File: config.mk
export PLATFORM = sky130hd
export DESIGN_NAME = spbi_ctrl
export DESIGN_NICKNAME = d
export VERILOG_FILES = /design/src/hdl/spbi_pkg.sv /design/src/hdl/spbi_ctrl.sv
export SDC_FILE = /design/constraint.sdc
export NUM_CORES = 1
export LEC_CHECK = 0
export BUFFER_PORTS_ARGS = -buffer_cell sky130_fd_sc_hd__buf_2
export CAP_MARGIN = 15
export CORE_AREA = 8 8 45 47
export CTS_BUF_LIST = sky130_fd_sc_hd__clkbuf_4 sky130_fd_sc_hd__clkbuf_8
export DETAILED_ROUTE_END_ITERATION = 16
export DIE_AREA = 0 0 53 55
export GPL_TIMING_DRIVEN = 0
export PLACE_DENSITY = 0.51
export REMOVE_ABC_BUFFERS = 1
export SYNTH_ARGS = -nofsm -noshare
export SYNTH_HDL_FRONTEND = slang
export SYNTH_SLANG_ARGS = --single-unit
File: constraint.sdc
create_clock -name i_clk -period 1.1 [get_ports i_clk]
set_clock_uncertainty 0.05 [all_clocks]
set_input_delay 0 -clock i_clk [delete_from_list [all_inputs] [get_ports i_clk]]
set_output_delay 0 -clock i_clk [all_outputs]
set_load 0.05 [all_outputs]
File: src/hdl/spbi_pkg.sv
`default_nettype none
// ----------------------------------------------------------------------------
// spbi_pkg: shared definitions of the sorted palette builder and indexer
// Table geometry, operation and result codes, the colour key function and
// the command and status groups between the controller and the datapath.
// ----------------------------------------------------------------------------
package spbi_pkg;

    // Table geometry.
    localparam int TABLE_DEPTH = 256;
    localparam int IDX_W       = $clog2(TABLE_DEPTH);
    localparam int CNT_W       = $clog2(TABLE_DEPTH + 1);
    localparam int KEY_W       = 25;

    // Pixel normalization.
    localparam logic [7:0]       ALPHA_LIMIT     = 8'h7F;
    localparam logic [KEY_W-1:0] TRANSPARENT_KEY = '1;

    // Operation codes of a request.
    localparam logic [1:0] OP_CLEAR  = 2'd0;
    localparam logic [1:0] OP_INSERT = 2'd1;
    localparam logic [1:0] OP_MAP    = 2'd2;

    // Result status codes.
    localparam logic [2:0] ST_FOUND     = 3'd0;
    localparam logic [2:0] ST_INSERTED  = 3'd1;
    localparam logic [2:0] ST_OVERFLOW  = 3'd2;
    localparam logic [2:0] ST_NOT_FOUND = 3'd3;
    localparam logic [2:0] ST_CLEARED   = 3'd4;

    // Commands from the controller to the datapath.
    typedef struct packed {
        logic load;
        logic step;
        logic shift_start;
        logic shift_step;
        logic finish;
    } t_dp_cmd;

    // Status from the datapath to the controller.
    typedef struct packed {
        logic searching;
        logic range_empty;
        logic found;
        logic need_shift;
        logic shift_last;
        logic out_free;
    } t_dp_stat;

    // A transparent pixel collapses to all ones; otherwise alpha becomes 0.
    function automatic logic [KEY_W-1:0] make_key(input logic [7:0] alpha,
                                                  input logic [7:0] red,
                                                  input logic [7:0] green,
                                                  input logic [7:0] blue);
        logic [KEY_W-1:0] key;
        if (alpha > ALPHA_LIMIT) begin
            key = TRANSPARENT_KEY;
        end else begin
            key = {1'b0, red, green, blue};
        end
        return key;
    endfunction

endpackage
`default_nettype wire

File: src/hdl/spbi_ctrl.sv
`default_nettype none
// ----------------------------------------------------------------------------
// spbi_ctrl: controller of the sorted palette builder and indexer
// Sequences one request through search, the insert shift sweep and the
// result handoff, one request at a time.
// ----------------------------------------------------------------------------
module spbi_ctrl (
    input  wire logic               i_clk,
    input  wire logic               i_rst_n,
    input  wire logic               i_in_valid,
    output logic                    o_in_stall,
    input  wire spbi_pkg::t_dp_stat i_stat,
    output spbi_pkg::t_dp_cmd       o_cmd
);
    import spbi_pkg::*;

    typedef enum logic [4:0] {
        S_IDLE   = 5'b00001,
        S_SRCH   = 5'b00010,
        S_DECIDE = 5'b00100,
        S_SHIFT  = 5'b01000,
        S_FINISH = 5'b10000
    } t_state;

    t_state r_state;
    t_state n_state;

    // Next state and datapath commands.
    always_comb begin
        n_state = r_state;
        o_cmd   = '0;
        unique case (r_state)
            S_IDLE: begin
                if (i_in_valid) begin
                    o_cmd.load = 1'b1;
                    n_state    = S_SRCH;
                end
            end
            S_SRCH: begin
                if (!i_stat.searching || i_stat.range_empty || i_stat.found) begin
                    n_state = S_DECIDE;
                end else begin
                    o_cmd.step = 1'b1;
                end
            end
            S_DECIDE: begin
                if (i_stat.need_shift) begin
                    o_cmd.shift_start = 1'b1;
                    n_state           = S_SHIFT;
                end else begin
                    n_state = S_FINISH;
                end
            end
            S_SHIFT: begin
                o_cmd.shift_step = 1'b1;
                if (i_stat.shift_last) begin
                    n_state = S_FINISH;
                end
            end
            S_FINISH: begin
                if (i_stat.out_free) begin
                    o_cmd.finish = 1'b1;
                    n_state      = S_IDLE;
                end
            end
            default: begin
                n_state = S_IDLE;
            end
        endcase
    end

    // State register.
    always_ff @(posedge i_clk) begin
        if (!i_rst_n) begin
            r_state <= S_IDLE;
        end else begin
            r_state <= n_state;
        end
    end

    // A new request is taken only between requests.
    assign o_in_stall = (r_state != S_IDLE);

endmodule
`default_nettype wire

Word-level counts from Yosys, hierarchy flattened
Index checks and enable logic that the tools add are counted.
- flip-flop bits (word level): 5
- logic and storage cells: 30
- muxes and demuxes: 15
- equality and inequality tests: 10
- reduce and logical (&&, ||, !) cells: 4
- operators by type and width (cell ; count):
    $mux W5 ; 5
    $pmux W5 S5 ; 1
    $mux W1 ; 9
    $ne A2 B2 Y1 const B ; 4
    $eq A5 B1 Y1 const B ; 1
    $eq A5 B2 Y1 const B ; 1
    $eq A5 B3 Y1 const B ; 1
    $eq A5 B4 Y1 const B ; 1
    $eq A5 B5 Y1 const B ; 1
    $ne A5 B1 Y1 const B ; 1
    $reduce_and A4 Y1 ; 1
    $logic_or A1 B1 Y1 ; 2
    $logic_not A1 Y1 ; 1

Longest topological paths before layout
Gate-level depths: netlist (run 1).
- depth after elaboration: 5
- mapped depth: 5
- mapped depth without buffers: 4

Worst setup path before layout (run 1)
No wires, ideal clock.
- path type: register to register
- from: register r_state[2]
- to: register r_state[1]
- required time: 0.989 ns
- library setup time: 0.061 ns
- setup slack: -1.102 ns
- arrival time: 2.091 ns
- cell stages (with the launch flop): 6
- cells stage by stage: dfxtp_1 buf_6 nor3_2 nand3b_1 nor2_1 o21a_1
- cells in the longest elaborated chain, start to end: 3
- RTL lines (what ; line ; source):
    start, declared ; spbi_ctrl.sv:25 ; t_state r_state;
    start signal, assigned ; spbi_ctrl.sv:77 ; r_state <= n_state;
    $eq A5 B2 Y1, or another cell as far along ; spbi_ctrl.sv:32 ; unique case (r_state)
    $ne A2 B2 Y1 (no source line) ; - ;
    $reduce_and A4 Y1 (no source line) ; - ;
Parallel ways exist; a longest one is shown, timed or not.
A chain may end at the register's enable or synchronous reset.

==> impl_results.md, run 1 <==
- Setup Crit Path Kind: register to primary output
- # IOs: 15
- Number of buffers added on ports: 14
- Initial core utilization: 26.1%
- Setup repair after global routing missed its margin: yes
- Sum of overflow across all layers after global routing: 0
- Sum of buffers and inverters on the critical path: 1
- Vias in the first global route: 465
- Clock period minus worst slack: 1.30 ns
- Seq cells post-synth: 5
- CP Max Fanout: 4
- Hold Fails Final Rpt: 0
- Maximum number of pins on one net before global-route repair: 10
- Weighted congestion reported at the end of routability-driven placement: 0.673
- Area Overhead vs Synth: 92.0%
- Drt drc: 0
- Fin Hold WS: 0.0204 ns
- Clock Sinks: 5
- Crit-path slowest cell: sky130_fd_sc_hd__dfxtp_4
- Total Die Area: 2920 um^2
- Pwr Density: 999 nW/um^2
- Share of cells above drive strength 1: 63.5%
- # diodes: 0
- IR Drop Worst-Case VDD: 0.000470 V
- Mapped cell area: 362 um^2
- Result of the run: finished with violations
- Number of max-slew violations in the final report: 0
- Area share of the leading cell type in the synthesized netlist: 27.7%
- Achievable frequency: 771 MHz
- Number of antenna violations at the first check in global routing: 0
- Final Util: 50.2%
- Largest delay contributor family on the critical path: simple AND/OR/NAND/NOR gates
- Smallest setup slack after layout: -0.197 ns
- Height of the die: 55 um
- Width of the die: 53 um
- Slew at the pin with the worst max-slew slack: 0.291 ns
- Arrival time worst endpoint: 1.25 ns
- Average wire per standard cell: 12.9 um
- Deepest clock path buffer count: 2
- Global-route wire length before repair: 1920 um
- Seq/Total Area, Yosys: 27.7%
- Avg Cell Area, Syn: 8.22 um^2
- Routed wire length: 1160 um
- Setup TNS: -1.39 ns
- Clock Tree Root: sky130_fd_sc_hd__clkbuf_4
- Half-perimeter wire length after placement: 740 um
- Via/cell ratio: 4.77
- Largest registers: r_state: 5 flops
- Total number of yosys warnings: 0
- Via total after detailed routing: 429
- Synth Instances: 44
- Clock transition at the registers of the reported paths: 0.04 ns
- Number of buffers added by the clock tree synthesis step: 3
- Clock tree from TritonCTS: built
- Slew HR: 80.6%
- DRC marker count from the first detailed-route iteration: 2
- Area of the core: 1380 um^2
- Yosys top cell by area: sky130_fd_sc_hd__dfxtp_1
- # nets final: 84
- Worst min-delay path class: input port to register
- Leakage power summed over all cells: 0.000326 uW
- Number of distinct library cells after synthesis: 26
- Detailed-router iteration count before antenna repair: 2
- Violated checks: negative setup slack
- Final number of setup-violating endpoints: 10
- Later-pin clock latency in the skew report: 0.24 ns
- Biggest register: r_state
- Crit end category: primary output
- Max-cap check violation count: 0
- Largest stage delay on the critical path: 0.35 ns
- Max H-tree Level: 1
- Most area-consuming cells after synthesis: sky130_fd_sc_hd__dfxtp_1 28%, sky130_fd_sc_hd__nor2_1 6.2%, sky130_fd_sc_hd__nor3b_1 6.2%
- Crit-path cells: nor3_4 -> nand3b_1 -> nor2_2 -> buf_6
- Crit path launch type: register
- Period utilization: 118%
- Antenna Nets Post-Route: 0
- Data required time of the worst path: 1.05 ns
- All-Layer GR Usage: 8.85%
- Max reg flops: 5
- Row count: 14
==> logic make-up after synthesis <==
family / count (synthesis) / share of synthesized area [%]
AO/OA/AOI/OAI: 6 / 10.4
flip-flops: 5 / 27.7
XOR/XNOR: 1 / 2.42
buffers and inverters: 5 / 7.26
multiplexers: 2 / 5.54
AND/OR/NAND/NOR: 25 / 46.7
==> final timing paths <==
kind              start          to  slack, ns  depth (start not counted)
max          r_state[1]    o_cmd[4]      -0.20                          4
min reg2reg  r_state[4]  r_state[4]       0.49                          2
min           i_stat[1]  r_state[3]       0.02                          4
max reg2reg  r_state[2]  r_state[4]      -0.17                          5
==> layout make-up <==
cell class	instances	area [um^2]
multi-input combinational	34	284
tap	16	20.0
clock buffer	4	30.0
timing repair buffer	27	229
inverter	4	15.0
sequential	5	116
fill	131	689
==> layout by cell type (no fill, tap or decap), types with 2 or more instances in the layout <==
master	instances
sky130_fd_sc_hd__nor2_1	5
sky130_fd_sc_hd__buf_4	8
sky130_fd_sc_hd__dfxtp_4	4
sky130_fd_sc_hd__dlygate4sd3_1	2
sky130_fd_sc_hd__buf_8	2
sky130_fd_sc_hd__buf_6	7
sky130_fd_sc_hd__inv_1	3
sky130_fd_sc_hd__buf_2	8
sky130_fd_sc_hd__nand4b_1	2
sky130_fd_sc_hd__o211ai_1	2
sky130_fd_sc_hd__mux2i_1	2
sky130_fd_sc_hd__clkbuf_4	4
sky130_fd_sc_hd__nor3b_1	2
==> per-layer routing <==
layer / track usage (%) / share of wire [%] / wire [um] / vias to the layer above
met5: 0 / 0 / 0 / -
met3: 2.94 / 6.4 / 74 / 2
met1: 8.04 / 36 / 421 / 198
met4: 8.19 / 1.2 / 14 / 0
met2: 15.4 / 56 / 649 / 9
li1: - / - / - / 220
==> repair_timing <==
action                                 CTS  global route
gates resized for setup                 30             8
pin swaps                                7             8
endpoints found under the hold margin    4             0
setup endpoints to repair               10            11
buffers inserted                        10             2
hold buffers                             2             0
==> worst reg2reg max path: stages, from the launching register on <==
cell and delay (ns):
sky130_fd_sc_hd__dfxtp_4 0.36, sky130_fd_sc_hd__nor3b_4 0.21, sky130_fd_sc_hd__nand4_2 0.17, sky130_fd_sc_hd__buf_6 0.16, sky130_fd_sc_hd__nand3_4 0.06, sky130_fd_sc_hd__mux2i_1 0.18
==> through the flow <==
| stage | area (um^2) | worst slack, ns | power [uW] | instances |
|---|---|---|---|---|
| global route | 694 | -0.284 | 736 | 90 |
| finish | 694 | -0.197 | 694 | 90 |
| detailed placement | 440 | -0.234 | 363 | 73 |
| global placement | 440 | -0.239 | 362 | 73 |
| CTS | 663 | -0.213 | 687 | 89 |
| floorplan | 350 | -1.08 | 317 | 43 |
==> power by group <==
part / switching, uW / internal, uW / leakage, uW
sequential: 20.8 / 185 / 0.0000437
combinational: 121 / 132 / 0.000264
clock: 73.0 / 162 / 0.0000184
==> Yosys cell counts, drive strengths merged <==
| library cell | number |
|---|---|
| nor2 | 7 |
| dfxtp | 5 |
| inv | 4 |
| nor3b | 4 |
| mux2i | 2 |
| nand2 | 2 |
| nand3 | 2 |
| nand4 | 2 |
| nand4b | 2 |
| nor3 | 2 |
| o211ai | 2 |
| o21ai | 2 |
| a21oi | 1 |
| and3b | 1 |
| and4 | 1 |
| buf | 1 |
| nand2b | 1 |
| nand3b | 1 |
| o21a | 1 |
| xor2 | 1 |
Note: power is estimated with default switching activity, not from simulation.
==> run 2, diff against run 1 <==
==> constraint.sdc (replaced) <==
create_clock -name i_clk -period 1.1 [get_ports i_clk]
set_clock_uncertainty 0.05 [all_clocks]
set_input_delay 0.22 -clock i_clk [delete_from_list [all_inputs] [get_ports i_clk]]
set_output_delay 0.22 -clock i_clk [all_outputs]
set_load 0.05 [all_outputs]
==> impl_results.md, run 2 (synthesized netlist as in run 1, its figures left out) <==
- Number of antenna violations at the first check in global routing: 0
- DRT met1 WL: 412 um
- # diodes: 0
- Clock period minus worst slack: 1.52 ns
- Via/cell ratio: 4.75
- Drt drc: 0
- Row count: 14
- Setup repair after global routing missed its margin: yes
- Setup TNS: -2.74 ns
- Max reg flops: 5
- Leakage power summed over all cells: 0.000312 uW
- Data required time of the worst path: 0.83 ns
- All-Layer GR Usage: 8.32%
- Final number of setup-violating endpoints: 10
- Number of buffers added on ports: 14
- Average wire per standard cell: 12.4 um
- Top library cells by usage in the layout, fill and taps aside: 8 x sky130_fd_sc_hd__buf_2, 7 x sky130_fd_sc_hd__buf_6, 7 x sky130_fd_sc_hd__buf_4
- Width of the die: 53 um
- Hold Fails Final Rpt: 0
- Fraction of power consumed by sequential logic: 30.5%
- Hold-fix buffers at CTS: 0
- Clock Sinks: 5
- Crit path launch type: register
- Maximum number of pins on one net before global-route repair: 10
- CP Max Fanout: 4
- Number of fillers in the final layout: 136
- DRC marker count from the first detailed-route iteration: 5
- Clock transition at the registers of the reported paths: 0.04 ns
- Total Die Area: 2920 um^2
- Clock tree from TritonCTS: built
- Final Util: 47.4%
- Clk network pwr share: 34.4%
- Largest registers: r_state: 5 flops
- Detailed-routed wire length on met3: 68 um
- Area of the core: 1380 um^2
- Worst min-delay path class: input port to register
- Amount of wire on met2 after detailed routing: 564 um
- IR Drop Worst-Case VDD: 0.000566 V
- Height of the die: 55 um
- Via total after detailed routing: 413
- Vias in the first global route: 422
- Achievable frequency: 657 MHz
- Placement Setup Slack: -0.454 ns
- Arrival time worst endpoint: 1.25 ns
- Setup Crit Path Kind: register to primary output
- Crit end category: primary output
- Weighted congestion reported at the end of routability-driven placement: 0.673
- Detailed-router iteration count before antenna repair: 2
- Number of standard cells in the layout, taps in and fillers out: 87
- Internal power component: 469 uW
- Depth of the worst hold-timing path: 2
- Period utilization: 138%
- Initial core utilization: 26.1%
- Top Metal Used: met4
- Violated checks: negative setup slack
- # IOs: 15
- Number of max-slew violations in the final report: 0
- Clock Tree Root: sky130_fd_sc_hd__clkbuf_4
- Half-perimeter wire length after placement: 740 um
- # nets final: 81
- Reported net switching power: 207 uW
- Crit-path cells: nor3_4 -> nand3b_1 -> nor2_2 -> buf_6
- Global-route wire length before repair: 1790 um
- Share of cells above drive strength 1: 60.6%
- Smallest setup slack after layout: -0.421 ns
- Result of the run: finished with violations
- Largest stage delay on the critical path: 0.36 ns
- Crit-path slowest cell: sky130_fd_sc_hd__dfxtp_4
- Cell total after placement: 73
- Area Overhead vs Synth: 81.3%
- Fin Hold WS: 0.177 ns
- Deepest clock path buffer count: 2
- Leading cell type in the layout, fill and taps excluded: sky130_fd_sc_hd__buf_2
- Antenna Nets Post-Route: 0
- Worst Reg-to-Reg Cells: 5
- Max-cap check violation count: 0
- Number of buffers added by the clock tree synthesis step: 3
- Slew at the pin with the worst max-slew slack: 0.226 ns
- Max H-tree Level: 1
- Slew HR: 84.9%
- Routed wire length: 1080 um
- Later-pin clock latency in the skew report: 0.24 ns
- Pwr Density: 1030 nW/um^2
- Sum of overflow across all layers after global routing: 0
- Switching part of the total power: 30.7%
- Combinational cell fraction of total power: 35.1%
- Biggest register: r_state
[run 2: cell count changes in the layout (fill, tap and decap cells not counted)]
cell                            change
sky130_fd_sc_hd__a21oi_2            -1
sky130_fd_sc_hd__dlygate4sd3_1      -2
sky130_fd_sc_hd__nor3_1             +1
sky130_fd_sc_hd__a21oi_1            +1
sky130_fd_sc_hd__nand2_1            +1
sky130_fd_sc_hd__buf_4              -1
sky130_fd_sc_hd__nand2_2            -1
sky130_fd_sc_hd__nor3_2             -1
[run 2: per-stage QoR]
stage                     area, um^2  power [uW]
final                            656         676
after CTS                        612         668
after floorplan                  350         317
after detailed placement         440         363
after global placement           440         362
after global routing             656         724
[run 2: final cells by class]
cell class	count	area, um^2	area share [%]
clock buffers	4	30.0	4.58
inverters	4	15.0	2.29
multi-input cells	34	273	41.6
flip-flops and latches	5	116	17.7
well taps	16	20.0	3.05
repair buffers	24	201	30.7
[run 2: power groups by stage]
stage / logic [uW] / registers, uW / clock network [uW]
floorplan: 109 / 209 / 0
global placement: 148 / 214 / 0
detailed placement: 148 / 214 / 0
CTS: 222 / 205 / 240
global route: 257 / 208 / 259
finish: 237 / 206 / 233
[run 2: timing repair]
action                                  CTS  global route
endpoints found under the setup margin   10            10
gates cloned                              0             0
resized for setup                        25            10
pin swaps                                 5             5
hold endpoints to repair                  0             0
buffers inserted                          9             2
[run 2: critical path, delay by kind of cell, from the launching register on]
family        cells  cell delay [ns]
simple gates      3             0.49
buf+inv           1             0.17
flops             1             0.36
[run 2: path summary, 6_finish.rpt]
path / start / end / slack (ns)
worst max-delay path: r_state[1] / o_cmd[4] / -0.42
worst min-delay path: i_in_valid / r_state[0] / 0.18
worst max register to register: r_state[2] / r_state[0] / -0.17
worst min register to register: r_state[4] / r_state[4] / 0.49
[run 2: layer usage]
metal / vias to the layer above / track usage (%)
met5: - / 0
met4: 0 / 6.47
met3: 4 / 2.41
met2: 9 / 13.9
met1: 183 / 8.69
li1: 217 / -
